`src/rtl/core/udiv_pkg.sv`:
```
// Package for the 256-bit unsigned divider core.
// Holds the transaction payload types, the controller/datapath command and status
// structs, and the width constants. No dependencies.
package udiv_pkg;

  localparam int LIMB_W     = 64;
  localparam int WORD_W     = 32;
  localparam int MAX_WORDS  = 8;
  localparam int FULL_W     = WORD_W * MAX_WORDS;
  localparam int WORDS_DEF  = 8;

  typedef struct packed {
    logic [LIMB_W-1:0] divisor_w3;
    logic [LIMB_W-1:0] divisor_w2;
    logic [LIMB_W-1:0] divisor_w1;
    logic [LIMB_W-1:0] divisor_w0;
    logic [LIMB_W-1:0] dividend_w3;
    logic [LIMB_W-1:0] dividend_w2;
    logic [LIMB_W-1:0] dividend_w1;
    logic [LIMB_W-1:0] dividend_w0;
  } udiv_in_t;

  typedef struct packed {
    logic [LIMB_W-1:0] quotient_w3;
    logic [LIMB_W-1:0] quotient_w2;
    logic [LIMB_W-1:0] quotient_w1;
    logic [LIMB_W-1:0] quotient_w0;
  } udiv_out_t;

  typedef struct packed {
    logic load;
    logic step;
    logic publish;
  } udiv_cmd_t;

  typedef struct packed {
    logic last;
  } udiv_stat_t;

endpackage

```
`src/rtl/core/udiv_dp.sv`:
```
// Datapath of the divider: operand, remainder and quotient registers, one
// restoring shift-and-subtract step per cycle, step counter and result register.
// Depends on udiv_pkg.
module udiv_dp import udiv_pkg::*; #(
  parameter int NumWords = WORDS_DEF
) (
  input  logic       clk_i,
  input  logic       rst_ni,
  input  udiv_cmd_t  cmd_i,
  output udiv_stat_t stat_o,
  input  udiv_in_t   in_data_i,
  output udiv_out_t  out_data_o
);

  localparam int NW   = (NumWords < 1) ? 1 : ((NumWords > MAX_WORDS) ? MAX_WORDS : NumWords);
  localparam int W    = WORD_W * NW;
  localparam int CntW = $clog2(W);

  logic [FULL_W-1:0] num_full, den_full, quo_full;
  logic [W-1:0]      rem_q, rem_d, quo_q, quo_d, den_q;
  logic [CntW-1:0]   cnt_q, cnt_d;
  logic              zero_q;
  logic [W:0]        r2;
  logic [W+1:0]      diff;
  logic              fits;
  udiv_out_t         res_q;

  assign num_full = {in_data_i.dividend_w3, in_data_i.dividend_w2,
                     in_data_i.dividend_w1, in_data_i.dividend_w0};
  assign den_full = {in_data_i.divisor_w3, in_data_i.divisor_w2,
                     in_data_i.divisor_w1, in_data_i.divisor_w0};

  assign r2   = {rem_q, quo_q[W-1]};
  assign diff = {1'b0, r2} - {2'b00, den_q};
  assign fits = ~diff[W+1];

  always_comb begin
    rem_d = rem_q;
    quo_d = quo_q;
    cnt_d = cnt_q;
    if (cmd_i.load) begin
      rem_d = '0;
      quo_d = num_full[W-1:0];
      cnt_d = CntW'(W - 1);
    end else if (cmd_i.step) begin
      rem_d = fits ? diff[W-1:0] : r2[W-1:0];
      quo_d = {quo_q[W-2:0], fits};
      cnt_d = cnt_q - 1'b1;
    end
  end

  always_comb begin
    quo_full = '0;
    if (!zero_q) begin
      quo_full[W-1:0] = quo_q;
    end
  end

  always_ff @(posedge clk_i or negedge rst_ni) begin
    if (!rst_ni) begin
      cnt_q <= '0;
    end else begin
      cnt_q <= cnt_d;
    end
  end

  always_ff @(posedge clk_i) begin
    rem_q <= rem_d;
    quo_q <= quo_d;
    if (cmd_i.load) begin
      den_q  <= den_full[W-1:0];
      zero_q <= ~|den_full[W-1:0];
    end
    if (cmd_i.publish) begin
      res_q <= udiv_out_t'(quo_full);
    end
  end

  assign stat_o.last = (cnt_q == '0);
  assign out_data_o  = res_q;

endmodule

```
`src/rtl/core/udiv_ctrl.sv`:
```
// Controller of the divider: sequences load, step and publish, and owns the
// input stall and the output valid register. Depends on udiv_pkg.
module udiv_ctrl import udiv_pkg::*; (
  input  logic       clk_i,
  input  logic       rst_ni,
  input  logic       in_valid_i,
  output logic       in_stall_o,
  output logic       out_valid_o,
  input  logic       out_stall_i,
  output udiv_cmd_t  cmd_o,
  input  udiv_stat_t stat_i
);

  localparam logic [1:0] StIdle = 2'd0;
  localparam logic [1:0] StRun  = 2'd1;
  localparam logic [1:0] StDone = 2'd2;

  logic [1:0] state_q, state_d;
  logic       out_valid_q, out_valid_d;
  logic       slot_free;

  assign slot_free = !out_valid_q || !out_stall_i;

  always_comb begin
    state_d       = state_q;
    cmd_o.load    = 1'b0;
    cmd_o.step    = 1'b0;
    cmd_o.publish = 1'b0;
    case (state_q)
      StIdle: begin
        if (in_valid_i) begin
          cmd_o.load = 1'b1;
          state_d    = StRun;
        end
      end
      StRun: begin
        cmd_o.step = 1'b1;
        if (stat_i.last) begin
          state_d = StDone;
        end
      end
      StDone: begin
        if (slot_free) begin
          cmd_o.publish = 1'b1;
          state_d       = StIdle;
        end
      end
      default: begin
        state_d = StIdle;
      end
    endcase
  end

  always_comb begin
    out_valid_d = out_valid_q && out_stall_i;
    if (cmd_o.publish) begin
      out_valid_d = 1'b1;
    end
  end

  always_ff @(posedge clk_i or negedge rst_ni) begin
    if (!rst_ni) begin
      state_q     <= StIdle;
      out_valid_q <= 1'b0;
    end else begin
      state_q     <= state_d;
      out_valid_q <= out_valid_d;
    end
  end

  assign in_stall_o  = (state_q != StIdle);
  assign out_valid_o = out_valid_q;

  a_cmd_onehot: assert property (@(posedge clk_i) disable iff (!rst_ni)
    $onehot0({cmd_o.load, cmd_o.step, cmd_o.publish}))
    else $error("more than one datapath command at once");

  a_run_holds: assert property (@(posedge clk_i) disable iff (!rst_ni)
    (state_q == StRun) && !stat_i.last |=> (state_q == StRun))
    else $error("left run before the last step");

  a_run_ends: assert property (@(posedge clk_i) disable iff (!rst_ni)
    (state_q == StRun) && stat_i.last |=> (state_q == StDone))
    else $error("missed the end of the division");

  a_publish_valid: assert property (@(posedge clk_i) disable iff (!rst_ni)
    cmd_o.publish |=> out_valid_q)
    else $error("published result not shown as valid");

  a_no_overwrite: assert property (@(posedge clk_i) disable iff (!rst_ni)
    cmd_o.publish |-> !(out_valid_q && out_stall_i))
    else $error("result overwritten while stalled");

endmodule

```
`src/rtl/core/uint256_divider_core.sv`:
```
// Top level of the 256-bit unsigned divider: controller plus datapath.
// Depends on udiv_pkg, udiv_ctrl and udiv_dp.
//
// Usage:
//   Input channel in_valid_i / in_stall_o / in_data_i carries a dividend and a
//   divisor as four 64-bit limbs each. Output channel out_valid_o / out_stall_i /
//   out_data_o carries the floor quotient as four 64-bit limbs.
//   A transaction moves at a rising edge where valid is high and stall is low.
//   Only the low 32*NumWords bits of each operand are used; the quotient bits
//   above that read as zero. A zero divisor gives a zero quotient.
// Timing:
//   One quotient bit per cycle through a single (32*NumWords+1)-bit subtractor;
//   after the last step the quotient is published to the output register, and
//   a new input is taken only after that publish, once the controller is idle.
//   The result sits in an output register, so the next division starts while
//   it waits; a stalled receiver holds the finished second result in the
//   datapath and keeps in_stall_o high until the output register frees.
// Reset:
//   rst_ni clears the controller and output valid; no division is in flight.
module uint256_divider_core import udiv_pkg::*; #(
  parameter int NumWords = WORDS_DEF
) (
  input  logic      clk_i,
  input  logic      rst_ni,
  input  logic      in_valid_i,
  output logic      in_stall_o,
  input  udiv_in_t  in_data_i,
  output logic      out_valid_o,
  input  logic      out_stall_i,
  output udiv_out_t out_data_o
);

  udiv_cmd_t  cmd;
  udiv_stat_t stat;

  udiv_ctrl u_ctrl (
    .clk_i       (clk_i),
    .rst_ni      (rst_ni),
    .in_valid_i  (in_valid_i),
    .in_stall_o  (in_stall_o),
    .out_valid_o (out_valid_o),
    .out_stall_i (out_stall_i),
    .cmd_o       (cmd),
    .stat_i      (stat)
  );

  udiv_dp #(
    .NumWords (NumWords)
  ) u_dp (
    .clk_i      (clk_i),
    .rst_ni     (rst_ni),
    .cmd_i      (cmd),
    .stat_o     (stat),
    .in_data_i  (in_data_i),
    .out_data_o (out_data_o)
  );

endmodule
```
`config.mk`:
```
export PLATFORM = sky130hd
export DESIGN_NAME = uint256_divider_core
export DESIGN_NICKNAME = d
export VERILOG_FILES = /design/src/rtl/core/udiv_pkg.sv /design/src/rtl/core/udiv_dp.sv /design/src/rtl/core/udiv_ctrl.sv /design/src/rtl/core/uint256_divider_core.sv
export SDC_FILE = /design/constraint.sdc
export NUM_CORES = 2
export LEC_CHECK = 0
export ABC_CLOCK_PERIOD_IN_PS = 17700
export BUFFER_PORTS_ARGS = -buffer_cell sky130_fd_sc_hd__buf_4
export CAP_MARGIN = 10
export CELL_PAD_IN_SITES_DETAIL_PLACEMENT = 0
export CELL_PAD_IN_SITES_GLOBAL_PLACEMENT = 2
export CORE_MARGIN = 2
export CORE_UTILIZATION = 25
export CTS_CLUSTER_SIZE = 28
export DETAILED_ROUTE_END_ITERATION = 8
export PLACE_DENSITY = 0.66
export SETUP_SLACK_MARGIN = 0.1
export SYNTH_ARGS = -nofsm -noshare
export SYNTH_HDL_FRONTEND = slang
export SYNTH_HIERARCHICAL = 1
export SYNTH_SLANG_ARGS = --single-unit
```
`constraint.sdc`:
```
create_clock -name clk_i -period 17.7 [get_ports clk_i]
set_input_delay 0.885 -clock clk_i [delete_from_list [all_inputs] [get_ports clk_i]]
set_output_delay 0.885 -clock clk_i [all_outputs]
set_load 0.01 [all_outputs]
```
; ---- Yosys cells after proc, flatten, opt, wreduce, memory -nomap -nowiden
; Index checks and enable logic that the tools add are counted.
[op_classes]
n_addsub = 2
eq_ne = 5
mux = 15
n_bitwise = 1
reduce_logical = 11
[ops]
columns = op, count
row1 = 256-bit 2-to-1 mux, 3
row2 = 257-bit by 256-bit subtractor with 258-bit output, 1
row3 = 256-bit OR reduction, 1
row4 = 8-bit 2-to-1 mux, 2
row5 = 8-bit logical NOT, 1
row6 = 8-bit by 1-bit subtractor with 8-bit output (second input constant), 1
row7 = 1-bit 2-to-1 mux, 6
row8 = 2-bit 2-to-1 mux, 3
row9 = 2-bit one-hot mux with 3 select lines, 1
row10 = 2-bit inequality test (second input constant), 2
row11 = 2-bit nonzero test, 2
row12 = 1-bit logical NOT, 3
row13 = 3-bit AND reduction, 1
row14 = 2-bit by 1-bit == test with 1-bit output (second input constant), 1
row15 = 2-bit == test (second input constant), 1
row16 = 2-bit logical NOT, 1
row17 = 2-bit by 1-bit inequality test with 1-bit output (second input constant), 1
row18 = 1-bit logical AND, 1
row19 = 1-bit logical OR, 1
row20 = 1-bit NOT, 1
[totals]
register_bits = 1036
in_bits = 516
output_inout_bits = 258

; ---- Depth between registers and ports, before layout
[depth]
word_depth = 5
depth_mapped = 20

; ---- By module
; Netlist, hierarchy kept.
[modules_own_cells]
columns = module, instances, cells_each, area_per_inst_um2
row1 = udiv_dp, 1, 6006, 58524.9
row2 = udiv_ctrl, 1, 16, 155.1

; ---- Worst setup path after synthesis
; OpenSTA, ideal clock, no wires.
[synth_path]
kind = input port to flip-flop
from = input port out_stall_i
to = register u_dp.res_q, in the netlist u_dp/out_data_o[0], enable pin
setup_ns = 0.960
t_arrival_ns = 13.171
required_time_ns = 16.740
setup_slack_ns = 3.570
stages = 1
n_path_buf = 0
path_cell_list = a21oi_1
[synth_between]
elab_chain_cells = 4
[synth_lines]
columns = item, line
row1 = "start, declared", uint256_divider_core.sv:29  ; input logic out_stall_i,
row2 = 1-bit logical NOT, udiv_ctrl.sv:22  ; assign slot_free = !out_valid_q || !out_stall_i;
row3 = 1-bit logical OR, udiv_ctrl.sv:22
row4 = 1-bit 2-to-1 mux, udiv_ctrl.sv:43  ; if (slot_free) begin
row5 = 1-bit 2-to-1 mux, udiv_ctrl.sv:29  ; case (state_q)
row6 = "end signal, assigned", udiv_dp.sv:75  ; res_q <= udiv_out_t'(quo_full);
row7 = "end, declared", udiv_dp.sv:26  ; udiv_out_t res_q;
; Every way passes these cells.
; A chain may end at the register's enable or synchronous reset.

; ---- Worst setup path in the final report
[layout_path]
from = register u_dp.quo_q[255]
to = register u_dp.rem_q[248]
[layout_between]
elab_chain_cells = 2
[layout_lines]
columns = item, line
row1 = "start, declared", udiv_dp.sv:20  ; logic [W-1:0] rem_q, rem_d, quo_q, quo_d, den_q;
row2 = "start signal, assigned", udiv_dp.sv:69  ; quo_q <= quo_d;
row3 = 257-bit by 256-bit subtractor with 258-bit output, udiv_dp.sv:34  ; assign diff = {1'b0, r2} - {2'b00, den_q};
row4 = 256-bit 2-to-1 mux, udiv_dp.sv:46  ; rem_d = fits ? diff[W-1:0] : r2[W-1:0];
row5 = "end signal, assigned", udiv_dp.sv:68  ; rem_q <= rem_d;
row6 = "end, declared", udiv_dp.sv:20
; Every way passes these cells.

==> flow_metrics.py <==
metrics = {
    "run_status": {
        "run_status": "finished, final reports clean",
    },
    "routing": {
        "firstDrtPassIters": 5,
        "drc": 0,
        "vias": 49300,
        "wirelength_mm": 253,
        "viasPerCell": 4.96,
        "wire_per_inst_microns": 25.5,
        "ant_nets": 0,
        "drt_iter0_markers": 3628,
    },
    "cts": {
        "post_cts_resize_count": 0,
        "max-clock-path-buffers": 3,
        "ctsHtreeMaxLevel": 4,
        "cts_hold_buf": 1,
        "post-cts-setup-buffers": 0,
        "clk_latency_ps": 830,
        "clockRootBuffer": "clkbuf_16",
        "cts.sinks": 1036,
        "numCtsBuffers": 130,
        "cts_tree": "built",
        "clk_pin_slew_ps": 60,
    },
    "worst_setup_path": {
        "critical_path_depth": 19,
        "crit_arrival_ps": 6810,
        "ff2ff_path_depth": 19,
        "endpoint_kind": "flop",
        "critPathMostFrequentCell": "o21a_1",
        "critPathTopFamily": "compound AO/OA/AOI/OAI gates",
        "crit_path_cell_trace": "inv_1 > ha_1 > inv_1 > fa_1 > a211oi_1 > o2111ai_2 > a31o_1 > a211oi_2 > a2bb2oi_1 > nor4_2 > nor2_1 > o21a_1 > o211a_2 > o21a_1 > o31a_1 > o21a_1 > o311ai_4 > xnor2_1 > o21ai_2",
        "crit-reg2reg-launch": "u_dp/quo_q[255]",
        "required_ps": 18360,
        "critPathMaxStageDelay_ps": 630,
        "cp_slowest_cell": "a2bb2oi_1",
        "timing.rr.end": "u_dp/rem_q[248]",
        "r2r_slack_ps": 11550,
        "critical_path.max_fanout": 4,
        "cp-start-kind": "flop",
        "worstPathBufferInverterCount": 2,
        "criticalPathCategory": "reg2reg",
    },
    "hold_path": {
        "hold_path_class": "in2reg",
        "holdPathEnd": "u_dp/den_q[8]",
        "hold_start": "in_data_i[264]",
        "min_path_cells": 1,
    },
    "power_and_ir_drop": {
        "leakage_nw": 27.9,
        "p_total_mw": 11.5,
        "p_per_area_mw_per_mm2": 159,
        "peakVddDrop_mv": 0.138,
    },
    "die": {
        "initial_core_util": 0.252,
        "coreArea_sq_mm": 0.233,
        "die_h_microns": 488,
        "fp-row-count": 177,
        "die_width_microns": 488,
        "die_area_sq_mm": 0.239,
        "io_pins": 774,
    },
    "timing": {
        "setup_violations": 0,
        "min_period_ps": 6150,
        "hold_viol_final": 0,
        "relSlewSlack": 0.235,
        "worst_pin_slew_ps": 1150,
        "hold_ws_ps": 252,
        "final.setup.tns_ps": 0,
        "fmax_mhz": 162,
        "finalCritPeriodShare": 0.348,
        "rsz0062_at_grt": "false",
        "finClkSkew_ps": 77.3,
        "slew_viol_final": 0,
    },
    "cells_and_area": {
        "utilization": 0.309,
        "syn_to_final_growth_pct": 22.9,
        "drive_gt1_frac": 0.194,
        "fill_cells": 24500,
        "fin_nets": 7449,
    },
    "synthesis": {
        "ys_seq_area_frac": 0.486,
        "ys_warn_count": 6,
        "synth-seq-cells": 1036,
        "synth.area.top_cells": "edfxtp_1 (39%), dfxtp_1 (8.7%), ha_1 (5.5%)",
        "ys.flop_type": "edfxtp_1",
        "synth_edf_count": 769,
        "synthDominantCellAreaShare": 0.394,
        "synth_area_sq_mm": 0.0587,
        "postSynthCellCount": 6022,
        "synth_nets": 6797,
        "yosysMostFrequentCell": "edfxtp_1",
        "synth.largest_area_cell": "edfxtp_1",
        "ys_types": 98,
        "synth_common_cells": "edfxtp_1 (769), nand2_1 (747), nor2_1 (513)",
        "synthArstFlopShare": 0.0106,
        "avgSynthCellArea_sq_um": 9.74,
    },
    "global_route": {
        "grt_pass1_wl_mm": 355,
        "grt_pass1_vias": 48900,
        "grt_use_total": 0.204,
        "overflow": 0,
        "antenna_found_initial": 73,
        "grt_max_degree": 174,
    },
    "run": {
        "maxCapViolations": 0,
    },
    "place": {
        "port_buffers": 773,
        "dp_hpwl_mm": 199,
        "gp_congestion": 0.885,
    },
}
-- state kept, by name, indices dropped and copies added, names as in the netlist --
| name | flops |
|---|---|
| u_ctrl/out_valid_o | 1 |
| u_dp/rem_q | 256 |
| u_dp/out_data_o | 256 |
| u_ctrl/state_q | 2 |
| u_dp/quo_q | 256 |
| u_dp/cnt_q | 8 |
| u_dp/den_q | 256 |
| u_dp/zero_q | 1 |
-- cell families (layout without fill, tap and decap cells) --
logic type / Yosys count / count (layout) / synth area share
buffers and inverters: 645 / 1401 / 0.0427
other: 0 / 27 / 0
AO/OA/AOI/OAI: 1524 / 1524 / 0.165
flip-flops: 1036 / 1036 / 0.486
XOR/XNOR: 238 / 238 / 0.0355
adder cells (fa/ha/maj): 259 / 259 / 0.0554
multiplexers: 274 / 274 / 0.0522
AND/OR/NAND/NOR: 2046 / 2046 / 0.164
-- worst max path at each step --
stage                    start            endpoint  slack [ps]
2_1_floorplan      out_stall_i  u_dp/out_data_o[0]        3570
3_3_place_gp   u_dp/quo_q[255]     u_dp/rem_q[244]       11600
3_5_place_dp   u_dp/quo_q[255]     u_dp/rem_q[244]       11600
4_1_cts        u_dp/quo_q[255]     u_dp/rem_q[244]       11510
5_1_grt        u_dp/quo_q[255]     u_dp/rem_q[204]       11130
6_report       u_dp/quo_q[255]     u_dp/rem_q[248]       11550
-- placed cells by master (no fill, tap or decap), types with 146 or more instances in the layout --
cell,synthesis,final
a21oi_1,504,502
a311oi_1,160,160
buf_4,4,808
dfxtp_1,256,256
edfxtp_1,769,769
ha_1,258,258
inv_1,349,348
mux2_2,258,258
nand2_1,747,747
nand4_1,151,151
nor2_1,513,511
nor2b_1,283,283
o21ai_0,345,345
xnor2_1,146,146
-- layer usage --
| layer | global-route usage | share of wire | up-vias |
|---|---|---|---|
| li1 | - | - | 23300 |
| met2 | 0.328 | 0.46 | 1515 |
| met4 | 0.0874 | 0.042 | 74 |
| met5 | 0 | 0.0017 | - |
| met1 | 0.253 | 0.42 | 24000 |
| met3 | 0.0594 | 0.076 | 357 |
-- report_power, final --
| group | internal [mW] | leakage (nW) | total [mW] | switching (mW) |
|---|---|---|---|---|
| sequential | 3.08 | 9.76 | 3.42 | 0.342 |
| combinational | 1.96 | 16.1 | 5.33 | 3.37 |
| clock | 1.51 | 2.06 | 2.70 | 1.19 |
-- cell type report --
cell class              count  area [sq um]  area share
diodes                     27          67.6    0.000937
clock inverters            80           967      0.0134
inverters                 349          1320      0.0183
repair buffers            816          6220      0.0862
well taps                3132          3920      0.0543
flip-flops and latches   1036         28500       0.395
multi-input cells        4341         27800       0.385
clock buffers             156          3370      0.0467
-- metrics by stage --
step	cell area [sq um]	worst slack [ps]	std cells
after global routing	72100	11130	9918
after CTS	72000	11510	9910
after global placement	67700	11600	9673
after detailed placement	67700	11600	9673
final	72100	11550	9937
after floorplan	58700	3570	6022
(Power assumes the default switching activity.)
